### src/rtl/core/hcsa_pkg.sv
// Shared widths, constants and divider handshake types for the histogram
// chi-square accumulator. Has no dependencies; every other file in rtl/core
// refers to it by scoped names.
`default_nettype none

package hcsa_pkg;

    // Field widths of the channels and the configuration registers.
    localparam int BIN_W       = 12;
    localparam int CONTENT_W   = 32;
    localparam int REG_W       = 13;
    localparam int SUM_W       = 56;
    localparam int CFG_INDEX_W = 1;

    // Digit-serial arithmetic: two bits are handled per cycle.
    localparam int DIGIT_W     = 2;
    localparam int PROD_W      = 2 * CONTENT_W;
    localparam int MULT_STEPS  = CONTENT_W / DIGIT_W;
    localparam int MULT_CNT_W  = $clog2(MULT_STEPS);

    // The term is (d*d) * 2^FRAC_SHIFT / observed, giving a UQ48.8 value.
    localparam int FRAC_SHIFT  = 8;
    localparam int QUO_W       = SUM_W;
    localparam int SQ_TOP_W    = PROD_W + FRAC_SHIFT - QUO_W;
    localparam int DIV_STEPS   = QUO_W / DIGIT_W;
    localparam int DIV_CNT_W   = $clog2(DIV_STEPS);

    localparam logic [SUM_W-1:0] SUM_MAX = '1;

    // Configuration register indices.
    localparam logic [CFG_INDEX_W-1:0] CFG_LOW_BIN  = 1'b0;
    localparam logic [CFG_INDEX_W-1:0] CFG_HIGH_BIN = 1'b1;

    // Request to the shared serial divider.
    typedef struct packed {
        logic                 start;
        logic [CONTENT_W-1:0] rem_init;
        logic [CONTENT_W-1:0] divisor;
        logic [QUO_W-1:0]     dividend;
    } div_req_t;

    // Status returned by the shared serial divider.
    typedef struct packed {
        logic             busy;
        logic             done;
        logic [QUO_W-1:0] quotient;
    } div_stat_t;

endpackage

`default_nettype wire

### src/rtl/core/hcsa_if.sv
// Valid/ready channel interfaces for bin pair items and result items.
// Depends on hcsa_pkg for the field widths.
`default_nettype none

interface hcsa_in_if;
    logic                           valid;
    logic                           ready;
    logic [hcsa_pkg::BIN_W-1:0]     bin_index;
    logic [hcsa_pkg::CONTENT_W-1:0] observed;
    logic [hcsa_pkg::CONTENT_W-1:0] compared;
    logic                           last_bin;

    modport source (output valid, bin_index, observed, compared, last_bin, input ready);
    modport sink   (input valid, bin_index, observed, compared, last_bin, output ready);
endinterface

interface hcsa_out_if;
    logic                       valid;
    logic                       ready;
    logic [hcsa_pkg::SUM_W-1:0] total_chi_square;
    logic [hcsa_pkg::SUM_W-1:0] reduced_chi_square;
    logic                       no_degrees_of_freedom;
    logic                       saturated;

    modport source (output valid, total_chi_square, reduced_chi_square,
                    no_degrees_of_freedom, saturated, input ready);
    modport sink   (input valid, total_chi_square, reduced_chi_square,
                    no_degrees_of_freedom, saturated, output ready);
endinterface

`default_nettype wire

### src/rtl/core/hcsa_div.sv
// Radix-4 restoring divider, two quotient bits per cycle, shared by the
// bin term and the reduced value. Depends on hcsa_pkg.
`default_nettype none

module hcsa_div (
    input  logic                clk,
    input  logic                rst_n,
    input  hcsa_pkg::div_req_t  req,
    output hcsa_pkg::div_stat_t stat
);

    logic                                busy_reg;
    logic                                done_reg;
    logic [hcsa_pkg::DIV_CNT_W-1:0]      cnt_reg;
    logic [hcsa_pkg::CONTENT_W-1:0]      rem_reg;
    logic [hcsa_pkg::CONTENT_W-1:0]      dvs_reg;
    logic [hcsa_pkg::QUO_W-1:0]          num_reg;

    logic [hcsa_pkg::CONTENT_W:0]        r1;
    logic [hcsa_pkg::CONTENT_W:0]        r1s;
    logic [hcsa_pkg::CONTENT_W:0]        r2;
    logic [hcsa_pkg::CONTENT_W:0]        r2s;
    logic                                ge1;
    logic                                ge2;

    // Two dependent subtract-and-restore steps per cycle.
    always_comb
    begin
        r1  = {rem_reg, num_reg[hcsa_pkg::QUO_W-1]};
        ge1 = r1 >= {1'b0, dvs_reg};
        r1s = ge1 ? (r1 - {1'b0, dvs_reg}) : r1;
        r2  = {r1s[hcsa_pkg::CONTENT_W-1:0], num_reg[hcsa_pkg::QUO_W-2]};
        ge2 = r2 >= {1'b0, dvs_reg};
        r2s = ge2 ? (r2 - {1'b0, dvs_reg}) : r2;
    end

    // Control: busy while the steps run, then a one-cycle done pulse.
    always_ff @(posedge clk or negedge rst_n)
    begin
        if (!rst_n)
        begin
            busy_reg <= 1'b0;
            done_reg <= 1'b0;
            cnt_reg  <= '0;
        end
        else
        begin
            done_reg <= 1'b0;
            if (req.start)
            begin
                busy_reg <= 1'b1;
                cnt_reg  <= '0;
            end
            else if (busy_reg)
            begin
                if (cnt_reg == hcsa_pkg::DIV_CNT_W'(hcsa_pkg::DIV_STEPS - 1))
                begin
                    busy_reg <= 1'b0;
                    done_reg <= 1'b1;
                    cnt_reg  <= '0;
                end
                else
                begin
                    cnt_reg <= cnt_reg + hcsa_pkg::DIV_CNT_W'(1);
                end
            end
        end
    end

    // Datapath: the dividend shifts out at the top while quotient bits
    // shift in at the bottom, so the register holds the quotient at the end.
    always_ff @(posedge clk)
    begin
        if (req.start)
        begin
            rem_reg <= req.rem_init;
            dvs_reg <= req.divisor;
            num_reg <= req.dividend;
        end
        else if (busy_reg)
        begin
            rem_reg <= r2s[hcsa_pkg::CONTENT_W-1:0];
            num_reg <= {num_reg[hcsa_pkg::QUO_W-3:0], ge1, ge2};
        end
    end

    assign stat.busy     = busy_reg;
    assign stat.done     = done_reg;
    assign stat.quotient = num_reg;

    // A start is always followed by a busy period.
    a_start_busy: assert property (@(posedge clk) disable iff (!rst_n)
        req.start |=> busy_reg)
        else $error("divider did not go busy after start");

    // Done only ends a busy period.
    a_done_after_busy: assert property (@(posedge clk) disable iff (!rst_n)
        done_reg |-> ($past(busy_reg) && !busy_reg))
        else $error("divider done without a preceding busy period");

    // No new request arrives while a division is running.
    a_no_restart: assert property (@(posedge clk) disable iff (!rst_n)
        req.start |-> !busy_reg)
        else $error("divider restarted while busy");

    // The step counter rests at zero when idle.
    a_cnt_idle: assert property (@(posedge clk) disable iff (!rst_n)
        !busy_reg |-> (cnt_reg == '0))
        else $error("divider step counter not cleared when idle");

endmodule

`default_nettype wire

### src/rtl/core/histogram_chi_square_accumulator_unit.sv
// Histogram chi-square accumulator top level.
// Depends on hcsa_pkg, the channel interfaces in hcsa_if and hcsa_div.
//
// Usage:
//   bin_pair carries one bin pair per item (bin_index, observed, compared,
//   last_bin). result carries one item per histogram, produced on the item
//   marked last_bin: the UQ48.8 total, the total divided by
//   high_bin - low_bin - 1, and the two flags.
//   low_bin and high_bin are written through cfg_write/cfg_index/cfg_data.
// Sequence:
//   A bin outside [low_bin, high_bin) or with zero observed content is
//   taken in S_IDLE alone. An included bin passes through the
//   two-bit-per-cycle square of |observed - compared| (S_MULT), the shared
//   radix-4 divider (S_TDIV) and accumulation (S_ACCUM). The last bin,
//   when high_bin > low_bin + 1, adds a second divider pass for the
//   reduced value (S_RDIV); then the output register is loaded (S_EMIT).
//   A new bin is taken only once the previous one is through.
// Reset clears the sum and the clip flag and sets low_bin to 0 and
// high_bin to BIN_COUNT. A result waits in the output register while the
// receiver stalls; following bins are still taken and summed, and only the
// next result waits until the register is free. The sum clears once a
// result is loaded.
`default_nettype none

module histogram_chi_square_accumulator_unit #(
    parameter int BIN_COUNT = 4096
) (
    input  logic                              clk,
    input  logic                              rst_n,
    hcsa_in_if.sink                           bin_pair,
    hcsa_out_if.source                        result,
    input  logic                              cfg_write,
    input  logic [hcsa_pkg::CFG_INDEX_W-1:0]  cfg_index,
    input  logic [hcsa_pkg::REG_W-1:0]        cfg_data
);

    localparam logic [hcsa_pkg::REG_W-1:0] HIGH_RESET =
        hcsa_pkg::REG_W'(BIN_COUNT % (2 ** hcsa_pkg::REG_W));

    typedef enum logic [2:0] {
        S_IDLE,
        S_MULT,
        S_TDIV,
        S_ACCUM,
        S_RDIV,
        S_EMIT
    } state_t;

    state_t                             state_reg;
    logic [hcsa_pkg::REG_W-1:0]         low_reg;
    logic [hcsa_pkg::REG_W-1:0]         high_reg;
    logic [hcsa_pkg::SUM_W-1:0]         chi_sum_reg;
    logic                               clip_reg;
    logic                               last_reg;
    logic [hcsa_pkg::CONTENT_W-1:0]     obs_reg;
    logic [hcsa_pkg::CONTENT_W-1:0]     mcand_reg;
    logic [hcsa_pkg::CONTENT_W-1:0]     mplier_reg;
    logic [hcsa_pkg::PROD_W-1:0]        prod_reg;
    logic [hcsa_pkg::MULT_CNT_W-1:0]    cnt_reg;
    logic                               div_start_reg;
    logic                               out_valid_reg;
    logic [hcsa_pkg::SUM_W-1:0]         total_reg;
    logic [hcsa_pkg::SUM_W-1:0]         reduced_reg;
    logic                               nodof_reg;
    logic                               sat_reg;

    logic [hcsa_pkg::CONTENT_W-1:0]     d_in;
    logic                               include_bin;
    logic                               dof_ok;
    logic [hcsa_pkg::REG_W-1:0]         dof_div;
    logic [hcsa_pkg::CONTENT_W+1:0]     partial;
    logic [hcsa_pkg::CONTENT_W+1:0]     mult_sum;
    logic [hcsa_pkg::PROD_W-1:0]        prod_next;
    logic                               term_sat;
    logic [hcsa_pkg::SUM_W-1:0]         term;
    logic [hcsa_pkg::SUM_W:0]           acc_sum;

    hcsa_pkg::div_req_t                 div_req;
    hcsa_pkg::div_stat_t                div_stat;

    // Input qualification: absolute difference and range test.
    always_comb
    begin
        d_in = (bin_pair.observed >= bin_pair.compared)
             ? (bin_pair.observed - bin_pair.compared)
             : (bin_pair.compared - bin_pair.observed);
        include_bin = ({1'b0, bin_pair.bin_index} >= low_reg)
                   && ({1'b0, bin_pair.bin_index} < high_reg)
                   && (bin_pair.observed != '0);
    end

    // Degrees of freedom from the configured range.
    assign dof_ok  = {1'b0, high_reg} > ({1'b0, low_reg} + (hcsa_pkg::REG_W + 1)'(1));
    assign dof_div = high_reg - low_reg - hcsa_pkg::REG_W'(1);

    // Shift-add squarer: one two-bit digit of the multiplier per cycle.
    always_comb
    begin
        case (mplier_reg[hcsa_pkg::DIGIT_W-1:0])
            2'd0:    partial = '0;
            2'd1:    partial = {2'b00, mcand_reg};
            2'd2:    partial = {1'b0, mcand_reg, 1'b0};
            2'd3:    partial = {2'b00, mcand_reg} + {1'b0, mcand_reg, 1'b0};
            default: partial = '0;
        endcase
        mult_sum  = {2'b00, prod_reg[hcsa_pkg::PROD_W-1:hcsa_pkg::CONTENT_W]} + partial;
        prod_next = {mult_sum, prod_reg[hcsa_pkg::CONTENT_W-1:hcsa_pkg::DIGIT_W]};
    end

    // Term with saturation, and the clipped accumulation.
    always_comb
    begin
        term_sat = {{(hcsa_pkg::CONTENT_W-hcsa_pkg::SQ_TOP_W){1'b0}},
                    prod_reg[hcsa_pkg::PROD_W-1 -: hcsa_pkg::SQ_TOP_W]} >= obs_reg;
        term     = term_sat ? hcsa_pkg::SUM_MAX : div_stat.quotient;
        acc_sum  = {1'b0, chi_sum_reg} + {1'b0, term};
    end

    // Divider operands: bin term or reduced value.
    always_comb
    begin
        div_req.start = div_start_reg;
        if (state_reg == S_RDIV)
        begin
            div_req.rem_init = '0;
            div_req.divisor  = {{(hcsa_pkg::CONTENT_W-hcsa_pkg::REG_W){1'b0}}, dof_div};
            div_req.dividend = chi_sum_reg;
        end
        else
        begin
            div_req.rem_init = {{(hcsa_pkg::CONTENT_W-hcsa_pkg::SQ_TOP_W){1'b0}},
                                prod_reg[hcsa_pkg::PROD_W-1 -: hcsa_pkg::SQ_TOP_W]};
            div_req.divisor  = obs_reg;
            div_req.dividend = {prod_reg[hcsa_pkg::PROD_W-hcsa_pkg::SQ_TOP_W-1:0],
                                {hcsa_pkg::FRAC_SHIFT{1'b0}}};
        end
    end

    hcsa_div u_div (
        .clk   (clk),
        .rst_n (rst_n),
        .req   (div_req),
        .stat  (div_stat)
    );

    // Sequencer, configuration registers, sum and output register.
    always_ff @(posedge clk or negedge rst_n)
    begin
        if (!rst_n)
        begin
            state_reg     <= S_IDLE;
            low_reg       <= '0;
            high_reg      <= HIGH_RESET;
            chi_sum_reg   <= '0;
            clip_reg      <= 1'b0;
            last_reg      <= 1'b0;
            obs_reg       <= '0;
            mcand_reg     <= '0;
            mplier_reg    <= '0;
            prod_reg      <= '0;
            cnt_reg       <= '0;
            div_start_reg <= 1'b0;
            out_valid_reg <= 1'b0;
            total_reg     <= '0;
            reduced_reg   <= '0;
            nodof_reg     <= 1'b0;
            sat_reg       <= 1'b0;
        end
        else
        begin
            div_start_reg <= 1'b0;

            if (result.valid && result.ready)
            begin
                out_valid_reg <= 1'b0;
            end

            if (cfg_write)
            begin
                case (cfg_index)
                    hcsa_pkg::CFG_LOW_BIN:  low_reg  <= cfg_data;
                    hcsa_pkg::CFG_HIGH_BIN: high_reg <= cfg_data;
                    default: ;
                endcase
            end

            case (state_reg)
                S_IDLE:
                begin
                    if (bin_pair.valid)
                    begin
                        obs_reg    <= bin_pair.observed;
                        mcand_reg  <= d_in;
                        mplier_reg <= d_in;
                        prod_reg   <= '0;
                        cnt_reg    <= '0;
                        last_reg   <= bin_pair.last_bin;
                        if (include_bin)
                        begin
                            state_reg <= S_MULT;
                        end
                        else if (bin_pair.last_bin)
                        begin
                            if (dof_ok)
                            begin
                                state_reg     <= S_RDIV;
                                div_start_reg <= 1'b1;
                            end
                            else
                            begin
                                state_reg <= S_EMIT;
                            end
                        end
                    end
                end

                S_MULT:
                begin
                    prod_reg   <= prod_next;
                    mplier_reg <= mplier_reg >> hcsa_pkg::DIGIT_W;
                    cnt_reg    <= cnt_reg + hcsa_pkg::MULT_CNT_W'(1);
                    if (cnt_reg == hcsa_pkg::MULT_CNT_W'(hcsa_pkg::MULT_STEPS - 1))
                    begin
                        state_reg     <= S_TDIV;
                        div_start_reg <= 1'b1;
                    end
                end

                S_TDIV:
                begin
                    if (div_stat.done)
                    begin
                        state_reg <= S_ACCUM;
                    end
                end

                S_ACCUM:
                begin
                    if (acc_sum[hcsa_pkg::SUM_W])
                    begin
                        chi_sum_reg <= hcsa_pkg::SUM_MAX;
                        clip_reg    <= 1'b1;
                    end
                    else
                    begin
                        chi_sum_reg <= acc_sum[hcsa_pkg::SUM_W-1:0];
                    end
                    if (!last_reg)
                    begin
                        state_reg <= S_IDLE;
                    end
                    else if (dof_ok)
                    begin
                        state_reg     <= S_RDIV;
                        div_start_reg <= 1'b1;
                    end
                    else
                    begin
                        state_reg <= S_EMIT;
                    end
                end

                S_RDIV:
                begin
                    if (div_stat.done)
                    begin
                        state_reg <= S_EMIT;
                    end
                end

                S_EMIT:
                begin
                    if (!out_valid_reg || result.ready)
                    begin
                        out_valid_reg <= 1'b1;
                        total_reg     <= chi_sum_reg;
                        reduced_reg   <= dof_ok ? div_stat.quotient : '0;
                        nodof_reg     <= !dof_ok;
                        sat_reg       <= clip_reg;
                        chi_sum_reg   <= '0;
                        clip_reg      <= 1'b0;
                        state_reg     <= S_IDLE;
                    end
                end

                default:
                begin
                    state_reg <= S_IDLE;
                end
            endcase
        end
    end

    assign bin_pair.ready               = (state_reg == S_IDLE);
    assign result.valid                 = out_valid_reg;
    assign result.total_chi_square      = total_reg;
    assign result.reduced_chi_square    = reduced_reg;
    assign result.no_degrees_of_freedom = nodof_reg;
    assign result.saturated             = sat_reg;

    // Once clipped, the sum stays pinned at its maximum until cleared.
    a_clip_pins_sum: assert property (@(posedge clk) disable iff (!rst_n)
        clip_reg |-> (chi_sum_reg == hcsa_pkg::SUM_MAX))
        else $error("clip flag set but sum is not at its maximum");

    // A result without degrees of freedom carries a zero reduced value.
    a_nodof_zero: assert property (@(posedge clk) disable iff (!rst_n)
        (result.valid && result.no_degrees_of_freedom) |-> (result.reduced_chi_square == '0))
        else $error("reduced value non-zero without degrees of freedom");

    // The divider is started only on entry to a division state.
    a_start_state: assert property (@(posedge clk) disable iff (!rst_n)
        div_start_reg |-> ((state_reg == S_TDIV) || (state_reg == S_RDIV)))
        else $error("divider started outside a division state");

    // New items are taken only when the divider is free.
    a_ready_div_idle: assert property (@(posedge clk) disable iff (!rst_n)
        bin_pair.ready |-> !div_stat.busy)
        else $error("item accepted while the divider is busy");

endmodule

`default_nettype wire
### src/flat_wrapper.sv
// flat-port wrapper written by rule: the top's interface ports become plain ports
module histogram_chi_square_accumulator_unit_flat 
#(
    parameter int BIN_COUNT = 4096
)
  (clk, rst_n, cfg_write, cfg_index, cfg_data, bin_pair_valid, bin_pair_bin_index, bin_pair_observed, bin_pair_compared, bin_pair_last_bin, bin_pair_ready, result_valid, result_total_chi_square, result_reduced_chi_square, result_no_degrees_of_freedom, result_saturated, result_ready);
  hcsa_in_if bin_pair_i ();
  hcsa_out_if result_i ();
  input  logic clk;
  input  logic rst_n;
  input  logic cfg_write;
  input  logic [hcsa_pkg::CFG_INDEX_W-1:0] cfg_index;
  input  logic [hcsa_pkg::REG_W-1:0] cfg_data;
  input wire logic [$bits(bin_pair_i.valid)-1:0] bin_pair_valid;
  input wire logic [$bits(bin_pair_i.bin_index)-1:0] bin_pair_bin_index;
  input wire logic [$bits(bin_pair_i.observed)-1:0] bin_pair_observed;
  input wire logic [$bits(bin_pair_i.compared)-1:0] bin_pair_compared;
  input wire logic [$bits(bin_pair_i.last_bin)-1:0] bin_pair_last_bin;
  output wire logic [$bits(bin_pair_i.ready)-1:0] bin_pair_ready;
  output wire logic [$bits(result_i.valid)-1:0] result_valid;
  output wire logic [$bits(result_i.total_chi_square)-1:0] result_total_chi_square;
  output wire logic [$bits(result_i.reduced_chi_square)-1:0] result_reduced_chi_square;
  output wire logic [$bits(result_i.no_degrees_of_freedom)-1:0] result_no_degrees_of_freedom;
  output wire logic [$bits(result_i.saturated)-1:0] result_saturated;
  input wire logic [$bits(result_i.ready)-1:0] result_ready;
  assign bin_pair_i.valid = bin_pair_valid;
  assign bin_pair_i.bin_index = bin_pair_bin_index;
  assign bin_pair_i.observed = bin_pair_observed;
  assign bin_pair_i.compared = bin_pair_compared;
  assign bin_pair_i.last_bin = bin_pair_last_bin;
  assign bin_pair_ready = bin_pair_i.ready;
  assign result_valid = result_i.valid;
  assign result_total_chi_square = result_i.total_chi_square;
  assign result_reduced_chi_square = result_i.reduced_chi_square;
  assign result_no_degrees_of_freedom = result_i.no_degrees_of_freedom;
  assign result_saturated = result_i.saturated;
  assign result_i.ready = result_ready;
  histogram_chi_square_accumulator_unit #(.BIN_COUNT(BIN_COUNT)) u_core (.clk(clk), .rst_n(rst_n), .bin_pair(bin_pair_i), .result(result_i), .cfg_write(cfg_write), .cfg_index(cfg_index), .cfg_data(cfg_data));
endmodule
### config.mk
export PLATFORM = sky130hd
export DESIGN_NAME = histogram_chi_square_accumulator_unit_flat
export DESIGN_NICKNAME = d
export VERILOG_FILES = /design/src/rtl/core/hcsa_pkg.sv /design/src/rtl/core/hcsa_if.sv /design/src/rtl/core/hcsa_div.sv /design/src/rtl/core/histogram_chi_square_accumulator_unit.sv /design/src/flat_wrapper.sv
export SDC_FILE = /design/constraint.sdc
export NUM_CORES = 2
export LEC_CHECK = 0
export BUFFER_PORTS_ARGS = -buffer_cell sky130_fd_sc_hd__buf_2
export CORE_MARGIN = 3
export CORE_UTILIZATION = 65
export CTS_CLUSTER_DIAMETER = 150
export DETAILED_ROUTE_END_ITERATION = 10
export GPL_ROUTABILITY_DRIVEN = 0
export PLACE_DENSITY = 0.82
export SYNTH_ARGS = -nofsm -noshare
export SYNTH_HDL_FRONTEND = slang
export SYNTH_HIERARCHICAL = 1
export SYNTH_SLANG_ARGS = --single-unit
### constraint.sdc
create_clock -name clk -period 16.92 [get_ports clk]
set_input_delay 1.692 -clock clk [delete_from_list [all_inputs] [get_ports clk]]
set_output_delay 1.692 -clock clk [all_outputs]
set_load 0.005 [all_outputs]
# After elaboration in Yosys (flattened, before gate mapping)
# Cells that the tools add are included.
[word_totals]
reg_bits = 494
input_bits = 96
out_inout_bits = 116
word_cells = 133
[classes]
n_addsub = 12
order_cmp = 7
n_eq_ne = 17
muxes = 52
bitwise = 1
reduce_logical = 20
[op_table]
columns = ["cell", "n"]
rows = [
  ["$mux 56", 6],
  ["$mux 32", 6],
  ["$pmux 34 s4", 1],
  ["$pmux 64 s2", 1],
  ["$sub 32x32->32", 4],
  ["$pmux 56 s2", 1],
  ["$mux 104", 1],
  ["$ge 33x32->1", 2],
  ["$mux 64", 1],
  ["$pmux 32 s2", 1],
  ["$add 56x56->57", 1],
  ["$add 32x33->34", 1],
  ["$add 32x34->34", 1],
  ["$ge 16x32->1", 1],
  ["$ge 32x32->1", 1],
  ["$reduce_bool 32->1", 1],
  ["$mux 3", 8],
  ["$mux 1", 18],
  ["$pmux 3 s6", 1],
  ["$mux 5", 3],
  ["$add 13x1->14 const B", 1],
  ["$gt 13x14->1", 1],
  ["$ge 12x13->1", 1],
  ["$lt 12x13->1", 1],
  ["other kinds (28)", 45],
]

# Longest topological paths before layout
[depth]
word_depth = 7
depth_mapped = 27
mapped_depth_nobuf = 25

# Modules after synthesis
# The synthesis kept the hierarchy.
[modules_own_cells]
columns = ["module", "n_inst", "cells_per_inst", "area_per_inst_um2", "seq_area_each_um2"]
rows = [
  ["histogram_chi_square_accumulator_unit", 1, 3499, 27856.7, 9185.1],
  ["hcsa_div", 1, 870, 9004.9, 3778.6],
]

# Least setup slack after synthesis
# OpenSTA, ideal clock, no wires.
[synth_timing]
kind = "register to register"
startpoint = "register u_core/u_div/rem_reg[25] (netlist bit)"
endpoint = "register u_core/u_div/rem_reg[13] (netlist bit), data pin"
setup_ns = 0.260
t_arrival_ns = 5.149
t_required_ns = 16.660
slack_ns = 11.512
path_stages_with_launch = 23
n_path_buf = 4
synth_period_minus_slack_ns = 5.408
cell_sequence = "edfxtp_1 ha_1 a21oi_2 o21ai_1 a211oi_1 nor2_1 or4_4 a21o_1 buf_4 buf_2 buf_2 a21oi_1 ha_1 nor2b_1 o2111ai_1 a2111oi_2 a211oi_2 o41ai_2 a41o_1 and4b_4 buf_6 mux2_4 mux2_2"
[synth_via]
elab_chain_cells = 6
word_cells_on_any_way = 8
classes_between = "add/sub (2); order compare (2); mux (4)"
[synth_rtl]
columns = ["element", "line", "text"]
rows = [
  ["start: declaration", "hcsa_div.sv:15", "logic [hcsa_pkg::CONTENT_W-1:0] rem_reg;"],
  ["start signal: assignment", "hcsa_div.sv:76", "rem_reg <= req.rem_init;"],
  ["start signal: assignment", "hcsa_div.sv:82", "rem_reg <= r2s[hcsa_pkg::CONTENT_W-1:0];"],
  ["$ge 33x32->1 / $sub 32x32->32 (equally long branches)", "hcsa_div.sv:30, hcsa_div.sv:31", ""],
  ["$mux 32 (*)", "hcsa_div.sv:31", "r1s = ge1 ? (r1 - {1'b0, dvs_reg}) : r1;"],
  ["$sub 32x32->32 / $ge 33x32->1 (equally long branches)", "hcsa_div.sv:34, hcsa_div.sv:33", ""],
  ["$mux 32 (*)", "hcsa_div.sv:34", "r2s = ge2 ? (r2 - {1'b0, dvs_reg}) : r2;"],
  ["$mux 32 (*)", "hcsa_div.sv:80", "else if (busy_reg)"],
  ["$mux 32 (*)", "hcsa_div.sv:74", "if (req.start)"],
]
# Mark *: on every way between the ends. The rest lies on a longest branch, timed or not. The select of a mux whose other input is x is not followed.
# A chain may end at the register's enable or synchronous reset.

# Worst setup path in the final report
[layout_timing]
startpoint = "register u_core/u_div/rem_reg[3] (netlist bit)"
endpoint = "register u_core/u_div/rem_reg[11] (netlist bit), data pin"
[layout_via]
elab_chain_cells = 6
word_cells_on_any_way = 8
classes_between = "add/sub (2); order compare (2); mux (4)"
[layout_rtl]
columns = ["element", "line"]
rows = [
  ["$sub 32x32->32 / $ge 33x32->1 (equally long branches)", "hcsa_div.sv:31, hcsa_div.sv:30"],
  ["$mux 32 (*)", "hcsa_div.sv:31"],
  ["$sub 32x32->32 / $ge 33x32->1 (equally long branches)", "hcsa_div.sv:34, hcsa_div.sv:33"],
  ["$mux 32 (*)", "hcsa_div.sv:34"],
  ["$mux 32 (*)", "hcsa_div.sv:80"],
  ["$mux 32 (*)", "hcsa_div.sv:74"],
]
# Marked as above.

==> results.toml <==
[sta]
slew_viol_final = 0
setup_tns_ns = 0
finalSetupViolCount = 0
hold_viol_final = 0
worst_pin_slew_ns = 1.22
slew_headroom_pct = 18.4
rsz0062_at_grt = "no"
finClkSkew_ns = 0.0311
finalCritPeriodShare_pct = 43.3
layout_min_cycle_time_ns = 7.33
fmax_ghz = 0.136
hold_slack_ns = 0.472

[power]
switchingPower_mw = 3.54
leakagePower_nw = 19.6
pwr-share-seq_pct = 26.3
ir_drop_mv = 0.153
p_int_mw = 4.28
swShare_pct = 45.3
combPwrFrac_pct = 58.5
power.share.clock_pct = 15.2
powerDensity_nw_per_um2 = 195

[floorplanning]
dieHeight_um = 244
dieArea_um2 = 59600
rows = 86
initial_core_util_pct = 66.2
die_w_um = 244
num_io_pins = 212
core-area_um2 = 55600

[grt]
overflow = 0
grt_max_degree = 114
grt_pass1_wl_um = 163000
grt_pass1_vias = 31500
gr-usage-all-layers_pct = 33.1
antenna_found_initial = 2

[worst_setup_path]
critPathArrivalTime_ns = 7.71
crit_chain = "ha_1 -> o211ai_1 -> a21oi_2 -> o21ai_1 -> a2111o_1 -> a31oi_4 -> a21o_1 -> buf_4 -> mux2_2 -> ha_1 -> a21o_1 -> a31oi_1 -> a2111oi_2 -> a211oi_2 -> o41ai_2 -> a41o_1 -> and4b_4 -> mux2_2 -> mux2_2"
cpMostUsedCell = "mux2_2"
cp_max_fo = 38
start_kind = "flip-flop"
critical_path.max_stage_delay_ns = 0.85
slowest_stage = "and4b_4"
endpoint_kind = "flip-flop"
cp.required_ns = 17.30
critical_path_class = "flip-flop to flip-flop"

[routing]
first_iter_violations = 3358
dr.pass1.iters = 6
dr_wl_met2_um = 46500
dr_wl_met3_um = 8480
vias = 33400
routedWlPerCell_um = 19.4
drc_errors = 0
highest_layer = "met5"
wl_met1_um = 43000
vias_per_cell = 6.35
routed_wl_um = 102000
antenna_left = 0

[final_layout]
design_area_um2 = 40100
final_cell_mix = "nand2_1 (794), dfrtp_1 (372), a21oi_1 (343), o21ai_0 (332), ha_1 (314)"
layout-drive-gt1-share_pct = 11.9
fin_cells = 5252
post-route-util_pct = 72.1
final_common_cell = "nand2_1"
layout.nets = 4877
synthToLayoutAreaGrowth_pct = 8.85
largest_reg_flops = 64
n_antenna_cell = 0

[cts]
clockRootBuffer = "clkbuf_16"
cts_resized = 0
clk_latency_ns = 0.63
numClockSinks = 494
htree_levels = 2
cts_setup_buffers = 0
clockBufferDepth = 3
cts_hold_buf = 0
cts_tree = "built"
cts.clk_slew.worst_paths_ns = 0.07
numCtsBuffers = 53

[outcome]
status = "finished, final reports clean"

[flow_run]
max_cap_viol_count = 0

[synth]
syn_area_per_cell_um2 = 8.44
synth_warnings = 6
synthCells = 4368
netlist_area_um2 = 36900

[placed_design]
dpl_cell_area_um2 = 38300
portBuffers = 211
dpl.hpwl_um = 73500
placedCellCount = 5152

[worst_hold_path]
hp-class = "flip-flop to flip-flop"
[path summary, 6_finish.rpt]
check	start	end	slack (ns)	cells past startpoint
min in group asynchronous	rst_n	u_core/result.reduced_chi_square[5]	1.12	1
setup reg to reg	u_core/u_div/rem_reg[3]	u_core/u_div/rem_reg[11]	9.59	19
hold reg to reg	u_core/result.reduced_chi_square[25]	u_core/result.reduced_chi_square[25]	0.47	2
hold / removal	u_core/result.reduced_chi_square[25]	u_core/result.reduced_chi_square[25]	0.47	2
max in group asynchronous	rst_n	u_core/result.reduced_chi_square[48]	13.57	3
setup / recovery	u_core/u_div/rem_reg[3]	u_core/u_div/rem_reg[11]	9.59	19
[area by class of cell]
| cell class | instances | area (um2) |
|---|---|---|
| Fill cell | 4300 | 15500 |
| Clock inverter | 28 | 277 |
| Sequential cell | 494 | 13000 |
| Multi-Input combinational cell | 3464 | 22400 |
| Inverter | 206 | 773 |
| Clock buffer | 72 | 1500 |
| Tap cell | 748 | 936 |
| Timing Repair Buffer | 240 | 1280 |
[through the flow]
stage          worst slack (ns)  total power [mW]
6_report                   9.59              7.83
2_1_floorplan             11.51              5.47
3_5_place_dp               9.75              6.52
4_1_cts                    9.72              7.75
5_1_grt                    9.40              8.40
3_3_place_gp               9.91              6.38
[per-layer routing]
metal,global-route usage (%),vias to the layer above
met5,0,-
met4,12.2,4
met3,5.01,249
met2,53.3,1532
met1,45.5,15900
li1,-,15700
[worst max-delay path, delay by kind of cell (launching register included)]
family          cells  cell delay, ns
mux                 3            1.08
flops               1            0.40
fa+ha+maj           2            0.76
compound gates     12            3.50
simple gates        1            0.85
buf+inv             1            0.47
[power groups by stage]
stage / sequential (mW) / combinational (mW) / clock [mW]
2_1_floorplan: 1.93 / 3.54 / 0
3_5_place_dp: 2.06 / 4.46 / 0
3_3_place_gp: 2.05 / 4.33 / 0
6_report: 2.06 / 4.58 / 1.19
5_1_grt: 2.09 / 5.05 / 1.26
4_1_cts: 2.04 / 4.50 / 1.21
(Power assumes the default switching activity.)
